**src/hw/rtl/cgfr_pkg.sv**
```systemverilog
// ----------------------------------------------------------------------------
// cgfr_pkg: shared types, codes and font for the clock glyph frame renderer
// Holds display mode codes, glyph codes, the 8x8 font and the divide-by-ten
// helper used by the decode stage.
// ----------------------------------------------------------------------------
package cgfr_pkg;

    // display mode codes carried in s_tuser
    typedef logic [1:0] op_t;
    localparam op_t OP_TIME = 2'd0;
    localparam op_t OP_TEMP = 2'd1;
    localparam op_t OP_HUM  = 2'd2;

    // glyph codes; digits 0..9 use their own value
    typedef logic [3:0] glyph_t;
    localparam glyph_t GLYPH_DEGC  = 4'd10;
    localparam glyph_t GLYPH_DASH  = 4'd11;
    localparam glyph_t GLYPH_PCT   = 4'd12;
    localparam glyph_t GLYPH_BLANK = 4'd15;

    // display limits
    localparam logic [6:0] HOURS_MAX = 7'd99;
    localparam logic [6:0] TEMP_MAX  = 7'd50;
    localparam logic [6:0] HUM_MIN   = 7'd20;
    localparam logic [6:0] HUM_MAX   = 7'd90;
    localparam logic [6:0] TEN       = 7'd10;

    // segment numbering
    localparam int unsigned SEG_COUNT = 4;
    localparam logic [1:0]  SEG_LAST  = 2'd3;

    // row masks for the colon dots on rows 1, 2, 5 and 6
    localparam logic [63:0] COLON_LEFT  = 64'h0080_8000_0080_8000;
    localparam logic [63:0] COLON_RIGHT = 64'h0001_0100_0001_0100;
    localparam logic [63:0] ROW_LOW7    = 64'h7F7F_7F7F_7F7F_7F7F;
    localparam logic [63:0] ROW_HIGH7   = 64'hFEFE_FEFE_FEFE_FEFE;

    typedef logic [63:0] rows_t;

    // quotient and remainder of a 7-bit value by ten
    typedef struct packed {
        logic [3:0] quo;
        logic [3:0] rem;
    } div10_t;

    // reciprocal multiply, exact for all 7-bit values
    function automatic div10_t div10(input logic [6:0] v);
        logic [14:0] prod;
        logic [3:0]  q;
        logic [6:0]  q10;
        logic [6:0]  r;
        div10_t      res;
        prod    = {8'd0, v} * 15'd205;
        q       = prod[14:11];
        q10     = {q, 3'b000} + {2'b00, q, 1'b0};
        r       = v - q10;
        res.quo = q;
        res.rem = r[3:0];
        return res;
    endfunction

    // font rows, row 0 in the low byte, lsb is the leftmost led
    function automatic rows_t font_rows(input glyph_t g);
        rows_t rows;
        case (g)
            4'd0:        rows = 64'h3C7E_6666_6666_7E3C;
            4'd1:        rows = 64'h6060_6060_666E_7C78;
            4'd2:        rows = 64'h7E7E_063E_7C60_7E3E;
            4'd3:        rows = 64'h3E7E_607E_3E60_7E3E;
            4'd4:        rows = 64'h3030_7E7E_360C_1830;
            4'd5:        rows = 64'h3E7E_607E_3E06_7E7E;
            4'd6:        rows = 64'h3C7E_667E_3E06_3E3C;
            4'd7:        rows = 64'h0206_0C18_3060_7E7E;
            4'd8:        rows = 64'h3C7E_663C_3C66_7E3C;
            4'd9:        rows = 64'h3C7C_607C_7E66_7E3C;
            GLYPH_DEGC:  rows = 64'h7078_1818_1818_7B73;
            GLYPH_DASH:  rows = 64'h0000_007E_7E00_0000;
            GLYPH_PCT:   rows = 64'h43E7_4E1C_3872_E7C2;
            default:     rows = 64'h0;
        endcase
        return rows;
    endfunction

endpackage

```
**src/hw/rtl/clock_glyph_frame_renderer_core.sv**
```systemverilog
// Path: an accepted request passes the decode, font and output stage registers in
// turn; the four segments follow on consecutive cycles when m_tready holds.
// Flow: the result channel moves one segment per transaction, so each frame
// takes four transactions; the next request decodes while a frame drains.
// Reset: aresetn (synchronous, active low) clears all stage valid bits and the
// segment index; the glyph and row data registers are not reset.
// ----------------------------------------------------------------------------
// clock_glyph_frame_renderer_core: 32x8 led frame renderer
// Decodes a time, temperature or humidity request into four glyph codes,
// looks up the font and applies the colon layout in time mode, then sends
// the frame out as four 8x8 segment transactions.
// ----------------------------------------------------------------------------
module clock_glyph_frame_renderer_core (
    input  logic        aclk,
    input  logic        aresetn,
    input  logic        s_tvalid,
    output logic        s_tready,
    // [6:0] hours, [13:7] minutes, [21:14] temperature, [28:22] humidity
    input  logic [31:0] s_tdata,
    // [1:0] operation
    input  logic [1:0]  s_tuser,
    output logic        m_tvalid,
    input  logic        m_tready,
    // [1:0] segment_index, [65:2] segment_rows, [71:66] zero
    output logic [71:0] m_tdata,
    output logic        m_tlast
);

    // input fields
    logic [6:0] in_hours;
    logic [6:0] in_minutes;
    logic [7:0] in_temp;
    logic [6:0] in_hum;

    assign in_hours   = s_tdata[6:0];
    assign in_minutes = s_tdata[13:7];
    assign in_temp    = s_tdata[21:14];
    assign in_hum     = s_tdata[28:22];

    // stage registers
    logic                   a_valid_reg, a_valid_next;
    cgfr_pkg::glyph_t       a_glyph_reg [cgfr_pkg::SEG_COUNT];
    cgfr_pkg::glyph_t       a_glyph_next[cgfr_pkg::SEG_COUNT];
    logic                   a_time_reg, a_time_next;

    logic                   b_valid_reg, b_valid_next;
    cgfr_pkg::rows_t        b_rows_reg [cgfr_pkg::SEG_COUNT];
    cgfr_pkg::rows_t        b_rows_next[cgfr_pkg::SEG_COUNT];

    logic                   ser_valid_reg, ser_valid_next;
    logic [1:0]             ser_idx_reg, ser_idx_next;
    cgfr_pkg::rows_t        ser_rows_reg [cgfr_pkg::SEG_COUNT];
    cgfr_pkg::rows_t        ser_rows_next[cgfr_pkg::SEG_COUNT];

    // flow control
    logic ser_done;
    logic ser_load;
    logic b_free;
    logic a_move;

    assign ser_done = ser_valid_reg && m_tready && (ser_idx_reg == cgfr_pkg::SEG_LAST);
    assign ser_load = b_valid_reg && (!ser_valid_reg || ser_done);
    assign b_free   = !b_valid_reg || ser_load;
    assign a_move   = a_valid_reg && b_free;
    assign s_tready = !a_valid_reg || b_free;

    // decode stage: clamp, split into digits, pick glyph codes
    logic [6:0]             hours_sat;
    logic [6:0]             value;
    cgfr_pkg::div10_t       val_div;
    cgfr_pkg::div10_t       min_div;
    logic [3:0]             min_tens;
    logic                   temp_ok;
    logic                   hum_ok;
    cgfr_pkg::glyph_t       tens_glyph;

    always_comb begin
        hours_sat  = (in_hours > cgfr_pkg::HOURS_MAX) ? cgfr_pkg::HOURS_MAX : in_hours;
        temp_ok    = !in_temp[7] && (in_temp[6:0] <= cgfr_pkg::TEMP_MAX);
        hum_ok     = (in_hum >= cgfr_pkg::HUM_MIN) && (in_hum <= cgfr_pkg::HUM_MAX);
        unique case (s_tuser)
            cgfr_pkg::OP_TIME: value = hours_sat;
            cgfr_pkg::OP_TEMP: value = in_temp[6:0];
            cgfr_pkg::OP_HUM:  value = in_hum;
            default:           value = 7'd0;
        endcase
        val_div    = cgfr_pkg::div10(value);
        min_div    = cgfr_pkg::div10(in_minutes);
        // minutes above 99 keep only the tens digit modulo ten
        min_tens   = (min_div.quo >= 4'd10) ? (min_div.quo - 4'd10) : min_div.quo;
        // no leading zero on the left digit
        tens_glyph = (value >= cgfr_pkg::TEN) ? val_div.quo : cgfr_pkg::GLYPH_BLANK;
    end

    always_comb begin
        for (int s = 0; s < cgfr_pkg::SEG_COUNT; s++) begin
            a_glyph_next[s] = cgfr_pkg::GLYPH_BLANK;
        end
        a_time_next = 1'b0;
        unique case (s_tuser)
            cgfr_pkg::OP_TIME: begin
                a_glyph_next[0] = tens_glyph;
                a_glyph_next[1] = val_div.rem;
                a_glyph_next[2] = min_tens;
                a_glyph_next[3] = min_div.rem;
                a_time_next     = 1'b1;
            end
            cgfr_pkg::OP_TEMP: begin
                a_glyph_next[3] = cgfr_pkg::GLYPH_DEGC;
                a_glyph_next[1] = temp_ok ? tens_glyph  : cgfr_pkg::GLYPH_DASH;
                a_glyph_next[2] = temp_ok ? val_div.rem : cgfr_pkg::GLYPH_DASH;
            end
            cgfr_pkg::OP_HUM: begin
                a_glyph_next[3] = cgfr_pkg::GLYPH_PCT;
                a_glyph_next[1] = hum_ok ? tens_glyph  : cgfr_pkg::GLYPH_DASH;
                a_glyph_next[2] = hum_ok ? val_div.rem : cgfr_pkg::GLYPH_DASH;
            end
            default: begin
                a_time_next = 1'b0;
            end
        endcase
    end

    assign a_valid_next = (s_tvalid && s_tready) || (a_valid_reg && !b_free);

    always_ff @(posedge aclk) begin
        if (!aresetn) begin
            a_valid_reg <= 1'b0;
        end else begin
            a_valid_reg <= a_valid_next;
        end
    end

    always_ff @(posedge aclk) begin
        if (s_tready) begin
            a_glyph_reg <= a_glyph_next;
            a_time_reg  <= a_time_next;
        end
    end

    // font stage: look up glyphs; in time mode shift the middle pair apart, add colon
    always_comb begin
        cgfr_pkg::rows_t raw [cgfr_pkg::SEG_COUNT];
        for (int s = 0; s < cgfr_pkg::SEG_COUNT; s++) begin
            raw[s] = cgfr_pkg::font_rows(a_glyph_reg[s]);
        end
        b_rows_next = raw;
        if (a_time_reg) begin
            b_rows_next[1] = ((raw[1] >> 1) & cgfr_pkg::ROW_LOW7) | cgfr_pkg::COLON_LEFT;
            b_rows_next[2] = ((raw[2] << 1) & cgfr_pkg::ROW_HIGH7) | cgfr_pkg::COLON_RIGHT;
        end
    end

    assign b_valid_next = a_move || (b_valid_reg && !ser_load);

    always_ff @(posedge aclk) begin
        if (!aresetn) begin
            b_valid_reg <= 1'b0;
        end else begin
            b_valid_reg <= b_valid_next;
        end
    end

    always_ff @(posedge aclk) begin
        if (b_free) begin
            b_rows_reg <= b_rows_next;
        end
    end

    // output stage: shift out one segment per transaction
    always_comb begin
        ser_valid_next = ser_valid_reg;
        ser_idx_next   = ser_idx_reg;
        ser_rows_next  = ser_rows_reg;
        if (ser_load) begin
            ser_valid_next = 1'b1;
            ser_idx_next   = 2'd0;
            ser_rows_next  = b_rows_reg;
        end else if (ser_done) begin
            ser_valid_next = 1'b0;
        end else if (ser_valid_reg && m_tready) begin
            ser_idx_next = ser_idx_reg + 2'd1;
            for (int s = 0; s < cgfr_pkg::SEG_COUNT - 1; s++) begin
                ser_rows_next[s] = ser_rows_reg[s + 1];
            end
        end
    end

    always_ff @(posedge aclk) begin
        if (!aresetn) begin
            ser_valid_reg <= 1'b0;
            ser_idx_reg   <= 2'd0;
        end else begin
            ser_valid_reg <= ser_valid_next;
            ser_idx_reg   <= ser_idx_next;
        end
    end

    always_ff @(posedge aclk) begin
        ser_rows_reg <= ser_rows_next;
    end

    // result channel
    assign m_tvalid = ser_valid_reg;
    assign m_tlast  = (ser_idx_reg == cgfr_pkg::SEG_LAST);
    assign m_tdata  = {6'd0, ser_rows_reg[0], ser_idx_reg};

    // segment numbers step by one within a frame
    assert property (@(posedge aclk) disable iff (!aresetn)
        (m_tvalid && m_tready && !m_tlast) |=>
            (m_tvalid && (ser_idx_reg == $past(ser_idx_reg) + 2'd1)))
        else $error("segment index did not advance");

    // a waiting frame follows the last segment without a gap
    assert property (@(posedge aclk) disable iff (!aresetn)
        (m_tvalid && m_tready && m_tlast && b_valid_reg) |=>
            (m_tvalid && (ser_idx_reg == 2'd0)))
        else $error("queued frame not loaded after last segment");

    // a new frame only loads when the previous one has fully drained
    assert property (@(posedge aclk) disable iff (!aresetn)
        (ser_load && ser_valid_reg) |-> (m_tready && m_tlast))
        else $error("frame overwritten before last segment was taken");

    // a decoded request never waits on a free font stage
    assert property (@(posedge aclk) disable iff (!aresetn)
        (a_valid_reg && !b_valid_reg) |=> (b_valid_reg || !$past(a_valid_reg)))
        else $error("decode stage stalled with an empty font stage");

endmodule
```
**config.mk**
```make
export PLATFORM = sky130hd
export DESIGN_NAME = clock_glyph_frame_renderer_core
export DESIGN_NICKNAME = d
export VERILOG_FILES = /design/src/hw/rtl/cgfr_pkg.sv /design/src/hw/rtl/clock_glyph_frame_renderer_core.sv
export SDC_FILE = /design/constraint.sdc
export NUM_CORES = 1
export LEC_CHECK = 0
export BUFFER_PORTS_ARGS = -buffer_cell sky130_fd_sc_hd__buf_2
export CAP_MARGIN = 20
export CORE_UTILIZATION = 40
export DETAILED_ROUTE_END_ITERATION = 10
export PLACE_DENSITY_LB_ADDON = 0.2
export SLEW_MARGIN = 20
export SYNTH_ARGS = -nofsm -noshare
export SYNTH_HDL_FRONTEND = slang
export SYNTH_SLANG_ARGS = --single-unit
```
**constraint.sdc**
```tcl
create_clock -name aclk -period 38.5 [get_ports aclk]
set_input_delay 7.7 -clock aclk [delete_from_list [all_inputs] [get_ports aclk]]
set_output_delay 7.7 -clock aclk [all_outputs]
set_load 0.005 [all_outputs]
```
==> metrics.md <==
| Metric | Value |
|---|---|
| Crit path capture type | primary output |
| Switching power | 0.000445 W |
| Dpl hpwl | 35.9 mm |
| Sw Share | 0.275 |
| Top cell type's share of synthesized area | 0.548 |
| Fin crit period | 17170 ps |
| Largest net degree at the start of global routing | 180 |
| Hold Crit Depth | 0 |
| Layout Skew | 26.1 ps |
| H-tree levels | 2 |
| Synth top area cells | edfxtp_1, nand2_1, dfxtp_1, ha_1, mux2_2 |
| Post-route cell area | 26800 um2 |
| Endpoints failing hold | 0 |
| GR Util met3 | 0.0238 |
| Layout net count | 2327 |
| M1 GR Usage | 0.216 |
| GP Congestion | 0.891 |
| MaxCap Viol Count | 0 |
| Fraction of layout cells with a size suffix above 1 | 0.128 |
| DIE AREA | 61500 um2 |
| CTS tree | built |
| Cell type with the largest total area after synthesis | edfxtp_1 |
| Sequential Power Share | 0.503 |
| CTS Buf Count | 53 |
| Sink Count | 527 |
| Drt pass-1 iters | 6 |
| TNS Setup | 0 ps |
| Int Pwr | 0.00117 W |
| RR Startpoint | ser_idx_reg[0] |
| Core ar. | 59400 um2 |
| Initial DRC count | 997 |
| Post-synthesis async set-or-reset flop share | 0 |
| Vias in the first global route | 14427 |
| Main synth FF type | edfxtp_1 |
| Routed Antenna Nets | 0 |
| DRC errors left | 0 |
| Die height | 248 um |
| Reg clk slew, reported paths | 60 ps |
| HP Class | flop to flop |
| # IOs | 113 |
| Antenna Cells | 0 |
| FMAX | 0.0583 GHz |
| Mapped Area | 24200 um2 |
| Avg WL per Cell | 17.0 um |
| Via count | 14758 |
| Leakage | 11.6 nW |
| Register area share after synthesis | 0.619 |
| Combinational power share | 0.185 |
| Worst vdd ir | 0.0000417 V |
| Clock tree buffer depth | 3 |
| Die X | 248 um |
| Crit path launch type | primary input |
| Worst Hold End | ser_rows_reg[61] |
| Setup slack, reg-to-reg | 34600 ps |
| Distinct cell type count after synthesis | 76 |
| # rows | 89 |
| Post-cts resize count | 0 |
| Placement Cell Area | 25000 um2 |
| YS warnings | 0 |
| Max Slew Vio Count | 0 |
| Postcts setup bufs | 0 |
| Hold Crit Start | b_rows_reg[61] |
| Clock Latency Late Sink | 600 ps |
| Clock power share | 0.312 |
| GRT Total Usage | 0.167 |
| CP Class | primary input to primary output |
| Initial antenna violation count | 0 |
| Slew at the pin closest to its max-slew limit | 1020 ps |
| Root Buffer | clkbuf_16 |
| Crit-path max FO | 31 |
| Syn Inst Count | 2136 |
| Starting Density | 0.408 |
| Global-route wire length before repair | 79.9 mm |
| Worst path required time | 30800 ps |
| Number of synthesized flops with an enable pin | 442 |
| Synthesized flop and latch total | 527 |
| Final WL | 50.6 mm |
| Worst slew margin | 0.318 |
| RSZ-0062 raised after global routing | no |
| R2R depth | 13 |
| Vias per inst | 4.96 |
| Port buffer count | 103 |
| Period Utilization, post-route | 0.446 |
| Power per Cell Area | 60.4 nW/um2 |
| GR Layer Usage met2 | 0.287 |
| GRT busiest layer | met2 |
| Hold buffer count at cts | 0 |
| # setup viols final | 0 |
| Area grow syn2layout | 10.6% |
| Status | finished, final reports clean |
| Avg Cell Area, Syn | 11.3 um2 |
| Grt total ovfl | 0 |
| Worst Path Arrival | 9470 ps |
[cell usage in the layout (no fill, tap or decap), types with 5 or more instances in the layout]
| cell type | n |
|---|---|
| a21o_1 | 18 |
| clkbuf_8 | 12 |
| nand2_1 | 629 |
| nor2_1 | 73 |
| xor2_1 | 6 |
| buf_4 | 16 |
| mux2i_1 | 15 |
| conb_1 | 6 |
| clkbuf_16 | 55 |
| inv_1 | 112 |
| and3_1 | 5 |
| nand4_1 | 6 |
| nand3b_1 | 5 |
| a21oi_1 | 64 |
| buf_2 | 103 |
| dfxtp_1 | 85 |
| fa_1 | 16 |
| a211oi_1 | 14 |
| and2_1 | 32 |
| or2_2 | 13 |
| clkbuf_1 | 17 |
| ha_1 | 114 |
| o211ai_1 | 11 |
| o31ai_1 | 5 |
| o21ai_0 | 89 |
| mux2_2 | 49 |
| nand3_1 | 20 |
| xnor2_1 | 9 |
| clkinv_2 | 8 |
| nor2b_1 | 18 |
| a31oi_1 | 10 |
| nand2b_1 | 22 |
| edfxtp_1 | 442 |
| nor3_1 | 14 |
| o21a_1 | 5 |
[cell families (layout without fill, tap and decap cells)]
kind of cell / count (synthesis) / after routing / synth area share
flops: 527 / 527 / 0.619
xor+xnor: 15 / 15 / 0.00543
simple gates: 854 / 854 / 0.148
fa+ha+maj: 130 / 130 / 0.0721
other cells: 1 / 6 / 0.000155
mux: 66 / 66 / 0.0299
buf+inv: 271 / 334 / 0.0537
compound gates: 272 / 272 / 0.0727
[routing by layer]
metal | routed length [um] | up-vias
met3 | 1840 | 101
li1 | - | 7331
met5 | 0 | -
met1 | 22600 | 7032
met2 | 24700 | 294
met4 | 1520 | 0
[power by group through the flow]
stage | Sequential, W | Combinational (W) | Clock, W
after CTS | 0.000816 | 0.000302 | 0.000519
final | 0.000815 | 0.000299 | 0.000505
after global placement | 0.000824 | 0.000295 | 0
after global routing | 0.000828 | 0.000336 | 0.000541
after detailed placement | 0.000827 | 0.000300 | 0
after floorplan | 0.000809 | 0.000225 | 0
[cell type report]
type                            instances  area [um2]
Fill cell                            5491       32600
Sequential cell                       527       15000
Multi-Input combinational cell       1343        8000
Clock buffer                           84        1610
Tap cell                              773         967
Timing Repair Buffer                  120         656
Inverter                              114         433
Clock inverter                         16         144
[Yosys cell counts, types with 7 or more instances]
cell      instances
nand2_1         630
edfxtp_1        442
ha_1            114
inv_1           112
o21ai_0          89
dfxtp_1          85
clkbuf_1         73
nor2_1           73
buf_4            72
a21oi_1          65
mux2_2           49
and2_1           32
nand2b_1         23
nand3_1          20
a21o_1           18
nor2b_1          18
fa_1             16
mux2i_1          16
a211oi_1         14
nor3_1           14
or2_2            13
o211ai_1         11
a31oi_1          10
xnor2_1           9
buf_1             7
[worst max-delay path by stage]
| stage | startpoint | end | slack [ps] | cells past startpoint |
|---|---|---|---|---|
| 6_report | m_tready | s_tready | 21330 | 6 |
| 5_1_grt | m_tready | s_tready | 21130 | 6 |
| 4_1_cts | m_tready | s_tready | 21300 | 6 |
| 3_5_place_dp | m_tready | s_tready | 21310 | 6 |
| 3_3_place_gp | m_tready | s_tready | 21330 | 6 |
| 2_1_floorplan | m_tready | m_tdata[10] | 21060 | 2 |
[worst max-delay path, stage by stage]
cell,delay (ps)
buf_2,120
a21boi_0,520
and3_1,570
inv_1,80
buf_4,270
buf_2,190
[per-stage QoR]
stage	cells	utilization	total power (W)	setup slack [ps]	hold slack, ps
after detailed placement	2877	0.422	0.00113	21310	405
after floorplan	2141	-	0.00103	21060	400
after global placement	2877	0.422	0.00112	21330	405
final	2977	0.451	0.00162	21330	415
after CTS	2977	0.451	0.00164	21300	412
after global routing	2977	0.451	0.00170	21130	419
(Power assumes the default switching activity.)
